$ cat config.mk
export PLATFORM = sky130hd
export DESIGN_NAME = ycrcb_to_hsv_convert
export DESIGN_NICKNAME = d
export VERILOG_FILES = /design/src/design/ycrhsv_pkg.sv /design/src/design/ycrhsv_front.sv /design/src/design/ycrhsv_div_cell.sv /design/src/design/ycrcb_to_hsv_convert.sv
export SDC_FILE = /design/constraint.sdc
export NUM_CORES = 2
export LEC_CHECK = 0
export ABC_AREA = 1
export BUFFER_PORTS_ARGS = -buffer_cell sky130_fd_sc_hd__buf_2
export CORE_ASPECT_RATIO = 0.8
export CORE_UTILIZATION = 55
export DETAILED_ROUTE_END_ITERATION = 8
export HOLD_SLACK_MARGIN = 0.02
export PLACE_DENSITY = 0.71
export SLEW_MARGIN = 20
export SYNTH_ARGS = -nofsm -noshare
export SYNTH_HDL_FRONTEND = slang
export SYNTH_SLANG_ARGS = --single-unit
$ cat constraint.sdc
create_clock -name clk -period 11.4 [get_ports clk]
set_input_delay 1.14 -clock clk [delete_from_list [all_inputs] [get_ports clk]]
set_output_delay 1.14 -clock clk [all_outputs]
set_load 0.005 [all_outputs]
$ cat src/design/ycrhsv_pkg.sv
package ycrhsv_pkg;

  // Divider chain geometry: one quotient bit per cell.
  localparam int QuoWidth  = 8;
  localparam int CellCount = QuoWidth;
  localparam int RemWidth  = 17;

  // Fixed-point color matrix, 16 fractional bits.
  localparam logic [16:0] CoefCrToRed   = 17'd91881;
  localparam logic [14:0] CoefCbToGreen = 15'd22544;
  localparam logic [15:0] CoefCrToGreen = 16'd46793;
  localparam logic [16:0] CoefCbToBlue  = 17'd116129;

  localparam logic signed [10:0] OffsetRed   = 11'sd179;
  localparam logic signed [10:0] OffsetGreen = 11'sd135;
  localparam logic signed [10:0] OffsetBlue  = 11'sd226;

  // Divisor used in place of zero; the dividend is zero then, so the quotient is zero.
  localparam logic [RemWidth-1:0] SafeDivisor = RemWidth'(1) << (QuoWidth - 1);

  typedef enum logic [1:0] {
    MAX_RED,
    MAX_GREEN,
    MAX_BLUE
  } max_src_t;

  typedef struct packed {
    logic [RemWidth-1:0] rem;
    logic [RemWidth-1:0] dvs;
    logic [QuoWidth-1:0] quo;
  } div_lane_t;

  typedef struct packed {
    logic      valid;
    div_lane_t hue;
    div_lane_t sat;
    logic [7:0] brightness;
  } cell_bus_t;

  function automatic logic [7:0] clamp_byte(input logic signed [10:0] x);
    logic [7:0] res;
    if (x > 11'sd255) begin
      res = 8'd255;
    end else if (x < 11'sd0) begin
      res = 8'd0;
    end else begin
      res = x[7:0];
    end
    return res;
  endfunction

endpackage

$ cat src/design/ycrhsv_front.sv
module ycrhsv_front (
  input  logic                  clk,
  input  logic                  rst,
  input  logic                  take,
  input  logic [7:0]            luma,
  input  logic [7:0]            chroma_red,
  input  logic [7:0]            chroma_blue,
  output ycrhsv_pkg::cell_bus_t bus_out
);
  import ycrhsv_pkg::*;

  // Stage 1: products
  logic        s1_valid;
  logic [7:0]  s1_luma;
  logic [24:0] s1_prod_r;
  logic [24:0] s1_prod_gb;
  logic [24:0] s1_prod_gr;
  logic [24:0] s1_prod_b;

  // Stage 2: clamped RGB
  logic       s2_valid;
  logic [7:0] s2_r;
  logic [7:0] s2_g;
  logic [7:0] s2_b;

  // Stage 3: max, delta, hue difference
  logic              s3_valid;
  logic [7:0]        s3_mx;
  logic [7:0]        s3_d;
  max_src_t          s3_sel;
  logic signed [8:0] s3_diff;

  logic [24:0]        g_sum;
  logic signed [10:0] r_raw;
  logic signed [10:0] g_raw;
  logic signed [10:0] b_raw;
  logic [7:0]         mx_c;
  logic [7:0]         mn_c;
  max_src_t           sel_c;
  logic signed [8:0]  diff_c;
  logic signed [17:0] diff60;
  logic signed [17:0] base;
  logic signed [17:0] num;
  logic signed [17:0] num_fix;
  logic [17:0]        d120;
  logic [17:0]        d360;
  logic [RemWidth-1:0] sat_num;

  always_comb begin
    g_sum = s1_prod_gb + s1_prod_gr;
    r_raw = $signed({3'b000, s1_luma}) + $signed({2'b00, s1_prod_r[24:16]}) - OffsetRed;
    g_raw = $signed({3'b000, s1_luma}) - $signed({2'b00, g_sum[24:16]}) + OffsetGreen;
    b_raw = $signed({3'b000, s1_luma}) + $signed({2'b00, s1_prod_b[24:16]}) - OffsetBlue;
  end

  // Pick max channel with ties going red, green, blue.
  always_comb begin
    if (s2_r >= s2_g && s2_r >= s2_b) begin
      sel_c  = MAX_RED;
      mx_c   = s2_r;
      diff_c = $signed({1'b0, s2_g}) - $signed({1'b0, s2_b});
    end else if (s2_g >= s2_b) begin
      sel_c  = MAX_GREEN;
      mx_c   = s2_g;
      diff_c = $signed({1'b0, s2_b}) - $signed({1'b0, s2_r});
    end else begin
      sel_c  = MAX_BLUE;
      mx_c   = s2_b;
      diff_c = $signed({1'b0, s2_r}) - $signed({1'b0, s2_g});
    end
    mn_c = (s2_r < s2_g) ? s2_r : s2_g;
    if (s2_b < mn_c) begin
      mn_c = s2_b;
    end
  end

  // Hue numerator: 60*diff plus a sector base, wrapped by 360*d when negative.
  always_comb begin
    diff60 = (18'(s3_diff) <<< 6) - (18'(s3_diff) <<< 2);
    d120   = ({10'd0, s3_d} << 7) - ({10'd0, s3_d} << 3);
    d360   = ({10'd0, s3_d} << 8) + ({10'd0, s3_d} << 6) + ({10'd0, s3_d} << 5)
           + ({10'd0, s3_d} << 3);
    unique case (s3_sel)
      MAX_RED:   base = 18'sd0;
      MAX_GREEN: base = $signed(d120);
      MAX_BLUE:  base = $signed(d120 << 1);
      default:   base = 18'sd0;
    endcase
    num     = base + diff60;
    num_fix = (num < 18'sd0) ? (num + $signed(d360)) : num;
    sat_num = ({9'd0, s3_d} << 8) - {9'd0, s3_d};
  end

  always_ff @(posedge clk) begin
    if (rst) begin
      s1_valid      <= 1'b0;
      s2_valid      <= 1'b0;
      s3_valid      <= 1'b0;
      bus_out.valid <= 1'b0;
    end else begin
      s1_valid      <= take;
      s2_valid      <= s1_valid;
      s3_valid      <= s2_valid;
      bus_out.valid <= s3_valid;
    end

    s1_luma    <= luma;
    s1_prod_r  <= 25'(CoefCrToRed) * 25'(chroma_red);
    s1_prod_gb <= 25'(CoefCbToGreen) * 25'(chroma_blue);
    s1_prod_gr <= 25'(CoefCrToGreen) * 25'(chroma_red);
    s1_prod_b  <= 25'(CoefCbToBlue) * 25'(chroma_blue);

    s2_r <= clamp_byte(r_raw);
    s2_g <= clamp_byte(g_raw);
    s2_b <= clamp_byte(b_raw);

    s3_mx   <= mx_c;
    s3_d    <= mx_c - mn_c;
    s3_sel  <= sel_c;
    s3_diff <= diff_c;

    // Load both divider lanes; divisors pre-scaled to the top quotient bit.
    bus_out.hue.rem <= num_fix[RemWidth-1:0];
    bus_out.hue.dvs <= (s3_d == 8'd0) ? SafeDivisor
                     : ({{(RemWidth-9){1'b0}}, s3_d, 1'b0} << (QuoWidth - 1));
    bus_out.hue.quo <= '0;
    bus_out.sat.rem <= sat_num;
    bus_out.sat.dvs <= (s3_mx == 8'd0) ? SafeDivisor
                     : ({{(RemWidth-8){1'b0}}, s3_mx} << (QuoWidth - 1));
    bus_out.sat.quo <= '0;
    bus_out.brightness <= s3_mx;
  end

endmodule

$ cat src/design/ycrhsv_div_cell.sv
module ycrhsv_div_cell (
  input  logic                  clk,
  input  logic                  rst,
  input  ycrhsv_pkg::cell_bus_t bus_in,
  output ycrhsv_pkg::cell_bus_t bus_out
);
  import ycrhsv_pkg::*;

  div_lane_t hue_next;
  div_lane_t sat_next;

  // One restoring step: subtract if it fits, record the bit, halve the divisor.
  function automatic div_lane_t div_step(input div_lane_t lane);
    div_lane_t res;
    logic      fits;
    fits    = (lane.rem >= lane.dvs);
    res.rem = fits ? (lane.rem - lane.dvs) : lane.rem;
    res.dvs = lane.dvs >> 1;
    res.quo = {lane.quo[QuoWidth-2:0], fits};
    return res;
  endfunction

  always_comb begin
    hue_next = div_step(bus_in.hue);
    sat_next = div_step(bus_in.sat);
  end

  always_ff @(posedge clk) begin
    if (rst) begin
      bus_out.valid <= 1'b0;
    end else begin
      bus_out.valid <= bus_in.valid;
    end
    bus_out.hue        <= hue_next;
    bus_out.sat        <= sat_next;
    bus_out.brightness <= bus_in.brightness;
  end

endmodule

$ cat src/design/ycrcb_to_hsv_convert.sv
// Throughput: one pixel per clock; busy is held low, so start may be high every cycle.
// Timing: 4 front stages (products, clamp, max/delta, divider load), then 8 divider cells.
// Reset: synchronous rst clears every valid flag; no beat in flight survives reset.
// Results are shown for one cycle on done; the receiver cannot stall them.
module ycrcb_to_hsv_convert (
  input  logic       clk,
  input  logic       rst,
  input  logic       start,
  output logic       busy,
  input  logic [7:0] luma,
  input  logic [7:0] chroma_red,
  input  logic [7:0] chroma_blue,
  output logic       done,
  output logic [7:0] hue_half,
  output logic [7:0] saturation,
  output logic [7:0] brightness
);
  import ycrhsv_pkg::*;

  localparam int Latency = 4 + CellCount;

  // Bus between neighbors; entry 0 comes from the front end, the last feeds the ports.
  cell_bus_t chain [CellCount+1];

  // Fully pipelined: never refuse a beat.
  assign busy = 1'b0;

  // Front end: YCrCb to RGB, then max, delta and the two division operands.
  ycrhsv_front u_front (
    .clk         (clk),
    .rst         (rst),
    .take        (start && !busy),
    .luma        (luma),
    .chroma_red  (chroma_red),
    .chroma_blue (chroma_blue),
    .bus_out     (chain[0])
  );

  // Row of identical cells: each resolves one quotient bit of both hue and
  // saturation, then hands the partial remainders to the next cell.
  for (genvar i = 0; i < CellCount; i++) begin : g_cell
    ycrhsv_div_cell u_cell (
      .clk     (clk),
      .rst     (rst),
      .bus_in  (chain[i]),
      .bus_out (chain[i+1])
    );
  end

  // Drive result ports straight from the last cell's registers.
  assign done       = chain[CellCount].valid;
  assign hue_half   = chain[CellCount].hue.quo;
  assign saturation = chain[CellCount].sat.quo;
  assign brightness = chain[CellCount].brightness;

`ifndef SYNTHESIS
  // Every accepted beat comes out after the fixed latency.
  a_latency: assert property (@(posedge clk) disable iff (rst)
    (start && !busy) |-> ##(Latency) done)
    else $error("accepted beat did not complete on time");

  // Nothing comes out that was not taken in.
  a_no_phantom: assert property (@(posedge clk) disable iff (rst)
    done |-> $past(start, Latency))
    else $error("result without an accepted beat");

  a_hue_range: assert property (@(posedge clk) disable iff (rst)
    done |-> (hue_half <= 8'd179))
    else $error("hue out of range");

  // Black pixel carries no saturation.
  a_black_sat: assert property (@(posedge clk) disable iff (rst)
    (done && brightness == 8'd0) |-> (saturation == 8'd0))
    else $error("saturation on black pixel");

  // A nonzero hue means a nonzero delta, hence nonzero saturation.
  a_hue_sat: assert property (@(posedge clk) disable iff (rst)
    (done && hue_half != 8'd0) |-> (saturation != 8'd0))
    else $error("hue on gray pixel");
`endif

endmodule

==> qor.txt <==
Clock tree from TritonCTS: yes
Category of the worst setup path capture point: flop
Vias in the first global route: 25.9k
Sequential-to-total area share from yosys stat: 0.366
Number of ports placed on the die boundary: 53
Max Clock Skew: 17.2 ps
Met2 Usage GRT: 0.342
Share of the clock period used by the worst path after layout: 0.597
Final setup violation count: 0
Final Max Tran Viols: 0
Via/cell ratio: 5.10
Ys Warns: 0
Prevailing post-synth register cell: sky130_fd_sc_hd__dfxtp_1
Clock buffer count from CTS: 67
GRT Overall Usage: 0.222
Gate Count Post-Synth: 4275
Max H-tree Level: 3
Cell accounting for the most synthesized area: sky130_fd_sc_hd__dfxtp_1
Setup CP Type: flop to flop
Async S/R FF share, synth: 0
Drc violations: 0
Final Critical Period: 6800 ps
Average wire length per cell after detail routing: 13.7 um
Met1 usage: 0.324
Nets: 4939
Count of placed standard cells including taps: 5114
Syn Std Cell Area: 36300 sq um
First-pass iteration count of the detailed router: 6
Tightest slew margin relative to the limit: 0.480
Core area: 64700 sq um
Max-cap violation count: 0
Number of distinct standard cells referenced by the synthesized netlist: 70
Die Y: 232 um
Most prevalent standard cell on the critical path: sky130_fd_sc_hd__inv_1
Via Count: 26.7k
Final standard cell count with taps included and fillers excluded: 5235
Worst hold path type: flop to flop
Maximum clock frequency: 0.147 GHz
Synth Register Bits: 665
Detailed-placement wirelength estimate: 57.4 mm
Total inserted antenna cells: 0
Worst Setup Slack post-DPL: 4680 ps
Die Area: 67100 sq um
Final Routed Wirelength: 71.7 mm
Top Usage Layer GRT: met2
Die outline width: 289 um
Slowest stage delay, CP: 560 ps
Least-Margin Pin Slew: 779 ps
Detailed Route Iter0 Violations: 1787
Number of antenna violations at the first check in global routing: 0
Clock input transition at the sequential cells of the worst setup and hold paths: 60 ps
CTS Hold Bufs: 0
Highest fanout seen on the critical path: 8
Sink count of the clock tree: 665
Leading post-synthesis cells by cell area: sky130_fd_sc_hd__dfxtp_1 37%, sky130_fd_sc_hd__ha_1 15%, sky130_fd_sc_hd__fa_1 7.4%
Layout cells sized above 1: 0.0602
Area share of the largest cell type after synthesis: 0.366
Source-to-sink clock delay at the later pin of the worst-skew pair: 610 ps
Root buf cell: sky130_fd_sc_hd__clkbuf_16
Synthesized area divided by synthesized cell count: 8.50 sq um
Startpoint class of the critical path: flop
Rows: 83
Summed negative setup slack over all endpoints: 0 ps
Post-route ant nets: 0
Post-CTS setup buffer count: 0
Count of input and output buffers: 51
Outcome: complete, no violations
Data required time of the critical path: 11920 ps
Wire length of the first global-routing pass: 123 mm
Crit path DAT: 7330 ps
Max clock buf depth: 3
Minimum setup slack in the final design: 4600 ps
EDFF count, synth: 0
Starting utilization of the core area: 0.562
Filler cell count: 5605
Final hold vios: 0
Post-CTS Resized: 0
Layout-stage area growth over the synthesis result: 9.04%
Largest net degree at the start of global routing: 24
Setup repair after global routing missed its margin: false
Gr ovfl total: 0
Slowest library cell on the worst path: sky130_fd_sc_hd__dfxtp_1
Final weighted congestion of routability-driven global placement: 0.929
Met3 track demand over resource in global routing: 0.0341
registers in the layout (all words and copies together), names as in the netlist, 9 cells and up:
name and count:
u_front.bus_out 58, g_cell.u_cell.bus_out 488, u_front.s1_prod_b 14, u_front.s1_prod_r 10, u_front.s3_diff 9, u_front.s1_prod_gr 19, u_front.s1_prod_gb 14
path summary, 6_finish.rpt:
kind,to,start,cells past startpoint,slack [ps]
setup reg to reg,u_front.bus_out[88],u_front.s3_d[0],29,4600
hold reg to reg,g_cell[3].u_cell.bus_out[7],g_cell[2].u_cell.bus_out[7],0,310
setup / recovery,u_front.bus_out[88],u_front.s3_d[0],29,4600
hold / removal,g_cell[3].u_cell.bus_out[7],g_cell[2].u_cell.bus_out[7],0,310
metrics by stage:
step | hold WS [ps] | area, sq um | util
floorplan | 310 | 36300 | -
global placement | 310 | 37300 | 0.576
detailed placement | 312 | 37300 | 0.576
CTS | 315 | 39600 | 0.612
global route | 317 | 39600 | 0.613
finish | 315 | 39600 | 0.613
critical path: cells and delay by family, from the launching register on:
family                     cells  cell delay (ps)
adders and majority gates      7             2960
AOI/OAI and AO/OA             10             1740
DFF                            1              560
buffers and inverters          6              530
and+or+nand+nor                4              510
xor gates and xnor gates       2              410
cell usage in the layout (no fill, tap or decap), types with 9 or more instances in the layout:
cell / count
sky130_fd_sc_hd__a31oi_1: 19
sky130_fd_sc_hd__fa_1: 134
sky130_fd_sc_hd__nor4_1: 22
sky130_fd_sc_hd__nor3_1: 49
sky130_fd_sc_hd__o21ai_0: 194
sky130_fd_sc_hd__a211oi_1: 10
sky130_fd_sc_hd__o21a_1: 13
sky130_fd_sc_hd__nor2_1: 290
sky130_fd_sc_hd__clkbuf_8: 13
sky130_fd_sc_hd__nor2_2: 9
sky130_fd_sc_hd__clkbuf_16: 67
sky130_fd_sc_hd__a21oi_1: 286
sky130_fd_sc_hd__xnor2_1: 85
sky130_fd_sc_hd__nand3b_1: 12
sky130_fd_sc_hd__nand3_1: 142
sky130_fd_sc_hd__a21o_1: 18
sky130_fd_sc_hd__dfxtp_1: 665
sky130_fd_sc_hd__buf_2: 51
sky130_fd_sc_hd__inv_2: 17
sky130_fd_sc_hd__o21bai_1: 13
sky130_fd_sc_hd__o21ai_1: 31
sky130_fd_sc_hd__nand4_1: 55
sky130_fd_sc_hd__o22ai_1: 16
sky130_fd_sc_hd__inv_1: 710
sky130_fd_sc_hd__nand2_2: 20
sky130_fd_sc_hd__clkbuf_1: 10
sky130_fd_sc_hd__or2_2: 18
sky130_fd_sc_hd__xor2_1: 156
sky130_fd_sc_hd__nand2_1: 676
sky130_fd_sc_hd__ha_1: 445
logic make-up (layout without fill, tap and decap cells):
logic type               after synthesis  after routing  share of synthesized area
multiplexers                           1              1                   0.000310
AND/OR/NAND/NOR                     1328           1328                      0.158
adder cells (fa/ha/maj)              579            579                      0.227
flip-flops                           665            665                      0.366
AO/OA/AOI/OAI                        665            665                      0.103
XOR/XNOR                             243            243                     0.0590
other                                  1              2                   0.000103
buffers and inverters                793            902                     0.0857
synth_stat cells (31+ instances only):
master,number
sky130_fd_sc_hd__a21oi_1,286
sky130_fd_sc_hd__dfxtp_1,665
sky130_fd_sc_hd__fa_1,134
sky130_fd_sc_hd__ha_1,445
sky130_fd_sc_hd__inv_1,710
sky130_fd_sc_hd__nand2_1,676
sky130_fd_sc_hd__nand3_1,142
sky130_fd_sc_hd__nand4_1,55
sky130_fd_sc_hd__nor2_1,291
sky130_fd_sc_hd__nor3_1,49
sky130_fd_sc_hd__o21ai_0,194
sky130_fd_sc_hd__o21ai_1,31
sky130_fd_sc_hd__xnor2_1,85
sky130_fd_sc_hd__xor2_1,156
per-layer routing:
layer  vias to the layer above  wire, um
li1                      14000         -
met1                     12100     36600
met2                       529     30100
met3                       102      3690
met4                         0      1310
met5                         -         0
final cells by class:
class	instances	area (sq um)	share of cell area
multi-input combinational	2818	19900	0.503
sequential	665	13300	0.336
inverter	729	2740	0.0690
clock buffer	90	1890	0.0478
tap	850	1060	0.0268
clock inverter	31	435	0.0110
timing repair buffer	52	263	0.00663
Power is not shown: default switching activity piles up to over one toggle a cycle in this logic, so the estimate is an artifact.
